## src/hdl/stbs_pkg.sv

```systemverilog
// Shared types and constants for the sorted-table binary search block.
`default_nettype none

package stbs_pkg;

   // Table geometry.
   localparam int TABLE_DEPTH = 1024;
   localparam int ENTRY_WIDTH = 32;
   localparam int ADDR_WIDTH  = $clog2(TABLE_DEPTH);
   localparam int COUNT_WIDTH = 11;
   localparam int INDEX_WIDTH = 10;
   localparam int SUM_WIDTH   = COUNT_WIDTH + 1;

   // Operation codes of an input word.
   localparam logic OP_WRITE  = 1'b0;
   localparam logic OP_SEARCH = 1'b1;

   // Input word: a table write or a search key.
   typedef struct packed {
      logic                           op;
      logic [INDEX_WIDTH-1:0]         index;
      logic signed [ENTRY_WIDTH-1:0]  value;
   } req_word_type;

   // Result word of one search.
   typedef struct packed {
      logic                   found;
      logic [INDEX_WIDTH-1:0] match_index;
   } rsp_word_type;

   // Access request from the sequencer to the table memory.
   typedef struct packed {
      logic                           wr_en;
      logic [ADDR_WIDTH-1:0]          wr_addr;
      logic signed [ENTRY_WIDTH-1:0]  wr_data;
      logic                           rd_en;
      logic [ADDR_WIDTH-1:0]          rd_addr;
   } ram_req_type;

endpackage

`default_nettype wire

```

## src/hdl/stbs_search_ctrl.sv

```systemverilog
// Search sequencer: takes input words, drives the table memory and holds the result register.
`default_nettype none

module stbs_search_ctrl (
   input  wire                                     clock,
   input  wire                                     reset,
   input  wire                                     req_valid,
   output logic                                    req_stall,
   input  stbs_pkg::req_word_type                  req_word,
   output logic                                    rsp_valid,
   input  wire                                     rsp_stall,
   output stbs_pkg::rsp_word_type                  rsp_word,
   input  wire [stbs_pkg::COUNT_WIDTH-1:0]         entry_count,
   output stbs_pkg::ram_req_type                   ram_req,
   input  wire signed [stbs_pkg::ENTRY_WIDTH-1:0]  rd_data
);
   import stbs_pkg::*;

   localparam logic [1:0] ST_IDLE   = 2'd0;
   localparam logic [1:0] ST_PROBE  = 2'd1;
   localparam logic [1:0] ST_CHECK  = 2'd2;
   localparam logic [1:0] ST_FINISH = 2'd3;

   logic [1:0]                    state_ff, state_in;
   logic [COUNT_WIDTH-1:0]        lo_ff, lo_in;
   logic [COUNT_WIDTH-1:0]        hi1_ff, hi1_in;
   logic [ADDR_WIDTH-1:0]         mid_ff, mid_in;
   logic signed [ENTRY_WIDTH-1:0] key_ff, key_in;
   logic                          hit_ff, hit_in;
   logic                          rsp_valid_ff, rsp_valid_in;
   rsp_word_type                  rsp_word_ff, rsp_word_in;

   logic                          req_take;
   logic                          rsp_free;
   logic [SUM_WIDTH-1:0]          mid_sum;
   logic [ADDR_WIDTH-1:0]         mid_probe;
   logic [COUNT_WIDTH-1:0]        count_clamped;

   assign req_stall = (state_ff != ST_IDLE);
   assign req_take  = req_valid && !req_stall;
   assign rsp_free  = !rsp_valid_ff || !rsp_stall;

   // The upper bound is kept as one past the last candidate entry.
   assign count_clamped = (entry_count > COUNT_WIDTH'(TABLE_DEPTH)) ?
                          COUNT_WIDTH'(TABLE_DEPTH) : entry_count;
   assign mid_sum   = {1'b0, lo_ff} + {1'b0, hi1_ff} - SUM_WIDTH'(1);
   assign mid_probe = mid_sum[ADDR_WIDTH:1];

   // Memory requests: writes straight from the input word, reads for each probe.
   always_comb begin
      ram_req         = '0;
      ram_req.wr_en   = req_take && (req_word.op == OP_WRITE);
      ram_req.wr_addr = ADDR_WIDTH'(req_word.index);
      ram_req.wr_data = req_word.value;
      ram_req.rd_en   = (state_ff == ST_PROBE) && (lo_ff < hi1_ff);
      ram_req.rd_addr = mid_probe;
   end

   // Next-state logic of the search.
   always_comb begin
      state_in     = state_ff;
      lo_in        = lo_ff;
      hi1_in       = hi1_ff;
      mid_in       = mid_ff;
      key_in       = key_ff;
      hit_in       = hit_ff;
      rsp_valid_in = rsp_valid_ff && rsp_stall;
      rsp_word_in  = rsp_word_ff;
      unique case (state_ff)
         ST_IDLE: begin
            if (req_take && (req_word.op == OP_SEARCH)) begin
               lo_in    = '0;
               hi1_in   = count_clamped;
               key_in   = req_word.value;
               hit_in   = 1'b0;
               mid_in   = '0;
               state_in = ST_PROBE;
            end
         end
         ST_PROBE: begin
            if (lo_ff < hi1_ff) begin
               mid_in   = mid_probe;
               state_in = ST_CHECK;
            end else begin
               // Range is empty: the key is absent.
               hit_in   = 1'b0;
               mid_in   = '0;
               state_in = ST_FINISH;
            end
         end
         ST_CHECK: begin
            if (rd_data == key_ff) begin
               hit_in   = 1'b1;
               state_in = ST_FINISH;
            end else if (key_ff > rd_data) begin
               lo_in    = {1'b0, mid_ff} + COUNT_WIDTH'(1);
               state_in = ST_PROBE;
            end else begin
               hi1_in   = {1'b0, mid_ff};
               state_in = ST_PROBE;
            end
         end
         ST_FINISH: begin
            // Load the result register once it is free or being emptied.
            if (rsp_free) begin
               rsp_valid_in            = 1'b1;
               rsp_word_in.found       = hit_ff;
               rsp_word_in.match_index = hit_ff ? INDEX_WIDTH'(mid_ff) : '0;
               state_in                = ST_IDLE;
            end
         end
         default: begin
            state_in = ST_IDLE;
         end
      endcase
   end

   // Control registers.
   always_ff @(posedge clock) begin
      if (reset) begin
         state_ff     <= ST_IDLE;
         rsp_valid_ff <= 1'b0;
         lo_ff        <= '0;
         hi1_ff       <= '0;
      end else begin
         state_ff     <= state_in;
         rsp_valid_ff <= rsp_valid_in;
         lo_ff        <= lo_in;
         hi1_ff       <= hi1_in;
      end
   end

   // Payload registers.
   always_ff @(posedge clock) begin
      mid_ff      <= mid_in;
      key_ff      <= key_in;
      hit_ff      <= hit_in;
      rsp_word_ff <= rsp_word_in;
   end

   assign rsp_valid = rsp_valid_ff;
   assign rsp_word  = rsp_word_ff;

   // A table write only happens while no search is in flight.
   assert property (@(posedge clock) disable iff (reset)
      ram_req.wr_en |-> (state_ff == ST_IDLE) && !ram_req.rd_en)
      else $error("table write overlaps a search");

   // Each probe lies inside the current search range.
   assert property (@(posedge clock) disable iff (reset)
      (state_ff == ST_CHECK) |-> (lo_ff <= {1'b0, mid_ff}) && ({1'b0, mid_ff} < hi1_ff))
      else $error("probe outside search range");

   // A compare always follows a read issued in the cycle before.
   assert property (@(posedge clock) disable iff (reset)
      ram_req.rd_en |=> (state_ff == ST_CHECK))
      else $error("read data not checked in the following cycle");

   // The upper bound never exceeds the table depth.
   assert property (@(posedge clock) disable iff (reset)
      hi1_ff <= COUNT_WIDTH'(TABLE_DEPTH))
      else $error("search bound beyond table depth");

   // A miss always reports index zero.
   assert property (@(posedge clock) disable iff (reset)
      rsp_valid_ff |-> (rsp_word_ff.found || (rsp_word_ff.match_index == '0)))
      else $error("miss with nonzero index");

endmodule

`default_nettype wire

```

## config.mk

```make
export PLATFORM = sky130hd
export DESIGN_NAME = stbs_search_ctrl
export DESIGN_NICKNAME = d
export VERILOG_FILES = /design/src/hdl/stbs_pkg.sv /design/src/hdl/stbs_search_ctrl.sv
export SDC_FILE = /design/constraint.sdc
export NUM_CORES = 1
export LEC_CHECK = 0
export ABC_AREA = 1
export BUFFER_PORTS_ARGS = -buffer_cell sky130_fd_sc_hd__clkbuf_2
export CAP_MARGIN = 20
export CELL_PAD_IN_SITES_DETAIL_PLACEMENT = 1
export CELL_PAD_IN_SITES_GLOBAL_PLACEMENT = 2
export CORE_ASPECT_RATIO = 1.4
export CORE_UTILIZATION = 28
export CTS_BUF_LIST = sky130_fd_sc_hd__clkbuf_8
export DETAILED_ROUTE_END_ITERATION = 6
export PLACE_DENSITY_LB_ADDON = 0.05
export REMOVE_ABC_BUFFERS = 1
export SYNTH_ARGS = -nofsm -noshare
export SYNTH_HDL_FRONTEND = slang
export SYNTH_SLANG_ARGS = --single-unit
```

## constraint.sdc

```tcl
create_clock -name clock -period 2.26 [get_ports clock]
set_input_delay 0.226 -clock clock [delete_from_list [all_inputs] [get_ports clock]]
set_output_delay 0.226 -clock clock [all_outputs]
set_load 0.1 [all_outputs]
```

# Word-level counts from Yosys, hierarchy flattened
# Index checks and enable logic that the tools add are counted.
[totals]
regBits = 79
input_bits = 90
out_inout_bits = 67
wordCells = 71
[op_classes]
addsub = 3
n_lt_le_gt_ge = 3
n_eq_ne = 11
n_mux = 23
bitwise_logic = 1
reduce_logical = 21
[ops]
columns = ["operator", "n"]
rows = [
  ["$mux 11", 7],
  ["$pmux 11 s2", 2],
  ["$eq 32x32->1", 1],
  ["$gt 32x32->1", 1],
  ["$mux 10", 2],
  ["$pmux 10 s2", 1],
  ["$ne 2x2->1 const B", 7],
  ["$reduce_and 4->1", 3],
  ["$add 10x1->11 const B", 1],
  ["$add 11x11->11", 1],
  ["$gt 11x11->1 const B", 1],
  ["$lt 11x11->1", 1],
  ["$sub 11x1->11 const B", 1],
  ["$pmux 2 s4", 1],
  ["$reduce_and 2->1", 4],
  ["$mux 1", 6],
  ["$mux 2", 3],
  ["$reduce_bool 2->1", 3],
  ["$logic_and 1x1->1", 5],
  ["$eq 2x2->1 const B", 2],
  ["$logic_not 1->1", 3],
  ["$pmux 1 s3", 1],
  ["$reduce_bool 3->1", 1],
  ["$eq 2x1->1 const B", 1],
  ["other kinds (3)", 3],
]

# Longest topological paths before layout
[logic_depth]
ltp_word = 6
ltp_mapped = 19
depth_no_buf = 19

# Worst setup path before layout
# OpenSTA, ideal clock, no wires.
[synth_timing]
path_kind = "reg2reg"
start = "reg lo_ff[1]"
end = "reg mid_ff[6] (data pin)"
setup_time_ns = 0.143
arrival_ns = 3.370
t_required_ns = 2.117
slack_ns = -1.252
stages_incl_launch_ff = 13
n_path_buf = 0
period_less_slack_ns = 3.512
cell_sequence = "dfxtp_1 > inv_1 > ha_1 > inv_1 > ha_1 > fa_1 > nand3_1 > nand2_1 > a21oi_1 > o21bai_1 > xor2_1 > inv_1 > nor2_1"
[synth_rtl]
columns = ["item", "line_no", "rtl"]
rows = [
  ["start: declaration", "stbs_search_ctrl.sv:25", "logic [COUNT_WIDTH-1:0] lo_ff, lo_in;"],
  ["start signal: assignment", "stbs_search_ctrl.sv:128", "lo_ff <= lo_in;"],
  ["end signal: assignment", "stbs_search_ctrl.sv:135", "mid_ff <= mid_in;"],
  ["end: declaration", "stbs_search_ctrl.sv:27", "logic [ADDR_WIDTH-1:0] mid_ff, mid_in;"],
]

==> out/qor.yml <==
setup_path:
  max_stage_delay_ps: 390
  startpoint_type: "flip-flop"
  slowest_stage: "fa_2"
  critPathKind: "reg2out"
  cp.required_ps: 2030
  crit_fanout: 2
  worstPathArrival_ps: 2710
  crit_chain: "inv_2, ha_4, inv_4, ha_4, fa_2, nand3_2, nand2_2, a21oi_2, o21bai_1, nand2_1, nand2_1, a21oi_2, xor2_1, inv_1, buf_12"
  path_buf_inv: 4
  cp_top_family: "adder cells"
  cp-end-kind: "output pin"
grt:
  grt_pass1_wl_mm: 24.02
  grt_max_degree: 33
  first_global_vias: 4790
  grt_overflow_total: 0
  grt_usage_pct: 16.09
  antenna_found_initial: 0
routing:
  wl_per_cell_um: 15.65
  via_per_inst: 4.518
  ant_nets: 0
  vias: 4681
  dr.pass1.iters: 4
  drc: 0
  drtIter0Drc: 139
  wl_mm: 16.22
final_layout:
  final_area_um2: 7684
  final_layout_size_suffix_gt1_share_pct: 48.74
  antenna_cells: 0
  nNetsFinal: 943
  stdcell_count: 1036
  fillCellCount: 2131
  area_growth_pct: 46.53
synth:
  yosys_register_bits: 79
  synth_edf_count: 54
  synth-async-reset-ratio_pct: 0
  syn_avg_cell_area_um2: 8.499
  syn-instance-count: 617
  yosys_most_used_dff: "edfxtp_1"
  synth-warning-count: 0
  syn_area_um2: 5244
  ys_seq_area_share_pct: 40.47
  synth_cell_types: 35
timing:
  timing.final.crit_share_pct: 129.7
  clock_skew_ps: 14.50
  fin_ws_ps: -672.0
  holdWs_ps: 34.25
  setup_viol: 13
  fin_tns_setup_ps: -4337
  slew_violations: 0
  fin_crit_ps: 2932
  timing_hold_violations_final: 0
  max_freq_mhz: 341.1
  rsz0062_at_grt: "true"
  slew_headroom_pct: 62.21
  worstMarginPinSlew_ps: 569.2
cts:
  clk_pin_slew_ps: 90
  numClockSinks: 79
  cts_hold_buffers: 0
  cts_root_buffer: "clkbuf_8"
  clockBufferDepth: 2
  h-tree-depth: 3
  cts-buffers-inserted: 9
  clock_latency_ps: 380
  cts_tree: "done"
place:
  gp_congestion: 0.7691
  placed_cell_area_um2: 6362
  portBuffers: 136
  place_inst: 988
  hpwlAfterDp_mm: 12.11
die:
  die_y_um: 163.9
  ios: 157
  dieArea_um2: 19290
  start_util_pct: 28.90
  rows: 58
  die_w_um: 117.7
  core-area_um2: 18140
power_and_ir_drop:
  peakVddDrop_mv: 1.261
  leakage_nw: 3.689
  p_per_area_nw_per_um2: 1010
run_status:
  outcome: "complete, but fails checks"
  violations: "negative setup slack"
worst_hold_path:
  hp-class: "in2reg"
flow_run:
  max_cap_viol_count: 0
## registers in the layout (all words and copies together), names as in the netlist
register / cells
hi1_ff: 11
hit_ff: 1
key_ff: 32
lo_ff: 11
mid_ff: 10
rsp_valid: 1
rsp_word: 11
state_ff: 2
## cell usage in the layout, fill, tap and decap left out, types with 3 or more instances in the layout
cell / count
clkbuf_2: 126
inv_1: 106
buf_4: 64
nand2_1: 63
edfxtp_1: 54
ha_1: 40
nor2_1: 39
a21oi_2: 23
a21oi_1: 22
ha_4: 21
inv_2: 19
nand4_1: 16
nand3_2: 16
nand3_1: 16
nand2_2: 14
buf_6: 13
dfxtp_1: 13
dfxtp_2: 12
buf_12: 11
xor2_1: 10
nor2_2: 10
a31oi_1: 10
clkbuf_8: 9
nand2_4: 8
o21ai_0: 7
nor2_4: 6
inv_4: 4
nor3_1: 3
nand3_4: 3
a21oi_4: 3
## power by group
group,leakage (nW),switching (mW),internal (mW)
Combinational,2.86,2.90,1.86
Clock,0.108,0.567,0.617
Sequential,0.716,0.113,1.71
Total,3.69,3.58,4.19
## metrics by stage
stage	worst slack (ps)	power, mW	util [%]
floorplan	-1252	3.964	-
global placement	-411.5	5.661	35.07
detailed placement	-512.4	5.695	35.07
CTS	-687.6	7.458	38.42
global route	-835.7	8.182	42.35
finish	-672.0	7.764	42.35
## cell type report
type / instances / area [µm²] / area share [%]
clock buffers: 9 / 123.9 / 1.612
clock inverters: 7 / 88.84 / 1.156
inverters: 128 / 493.0 / 6.416
multi-input cells: 354 / 2980 / 38.79
flip-flops and latches: 79 / 2137 / 27.81
well taps: 240 / 300.3 / 3.908
repair buffers: 217 / 1543 / 20.08
repair inverters: 2 / 17.52 / 0.2280
## cells by family after synthesis
| kind of cell | share of synthesized area (%) |
|---|---|
| and+or+nand+nor | 17.13 |
| buffers and inverters | 17.08 |
| DFF | 40.47 |
| AOI/OAI and AO/OA | 8.041 |
| adders and majority gates | 14.94 |
| xor gates and xnor gates | 2.338 |
## worst reg2reg max path: stages (launching register included)
cell       delay, ps
dfxtp_2          360
inv_2             60
ha_4             270
inv_4             40
ha_4             270
buf_4            110
buf_6             80
buf_6            100
nand2_4           50
nor2_4           120
nand3_2           90
o2111ai_2        100
xor2_1           250
buf_4            150
buf_4             90
buf_4             90
buf_4             90
nor2_2            30
## synth_stat cells (2+ instances only)
library cell	count	area share (%)
inv_1	126	9.0
nand2_1	84	6.0
ha_1	61	15
edfxtp_1	54	31
nor2_1	52	3.7
a21oi_1	48	4.6
buf_4	42	6.0
nand3_1	31	3.0
dfxtp_1	25	9.5
nand4_1	16	1.9
xor2_1	14	2.3
a31oi_1	10	1.2
o21ai_0	8	0.76
buf_2	5	0.48
buf_6	5	1.1
clkbuf_1	5	0.36
nor3_1	5	0.48
nor4_1	3	0.36
a21o_1	2	0.29
inv_2	2	0.14
nand3_2	2	0.38
nor2_2	2	0.24
o21a_1	2	0.29
or2_2	2	0.24
## metal layers
layer / track usage, % / vias to the layer above / part of all wire [%]
li1: - / 2310 / -
met1: 17.72 / 2235 / 39
met2: 30.53 / 115 / 56
met3: 3.160 / 21 / 3.5
met4: 5.478 / 0 / 2.1
met5: 0 / - / 0
## path summary, 6_finish.rpt
kind	start	end	slack, ps	cells after the start
setup / recovery	lo_ff[1]	ram_req[8]	-670	15
hold / removal	req_word[5]	key_ff[5]	30	1
setup reg to reg	hi1_ff[4]	mid_ff[9]	-320	17
hold reg to reg	hi1_ff[6]	hi1_ff[6]	480	2
## timing repair
| item | CTS | global route |
|---|---|---|
| setup buffers | 19 | 22 |
| pin swaps | 27 | 64 |
| cloned | 0 | 6 |
| setup endpoints to repair | 37 | 42 |
| resized for setup | 70 | 126 |
Power figures use the tool's default switching activity.
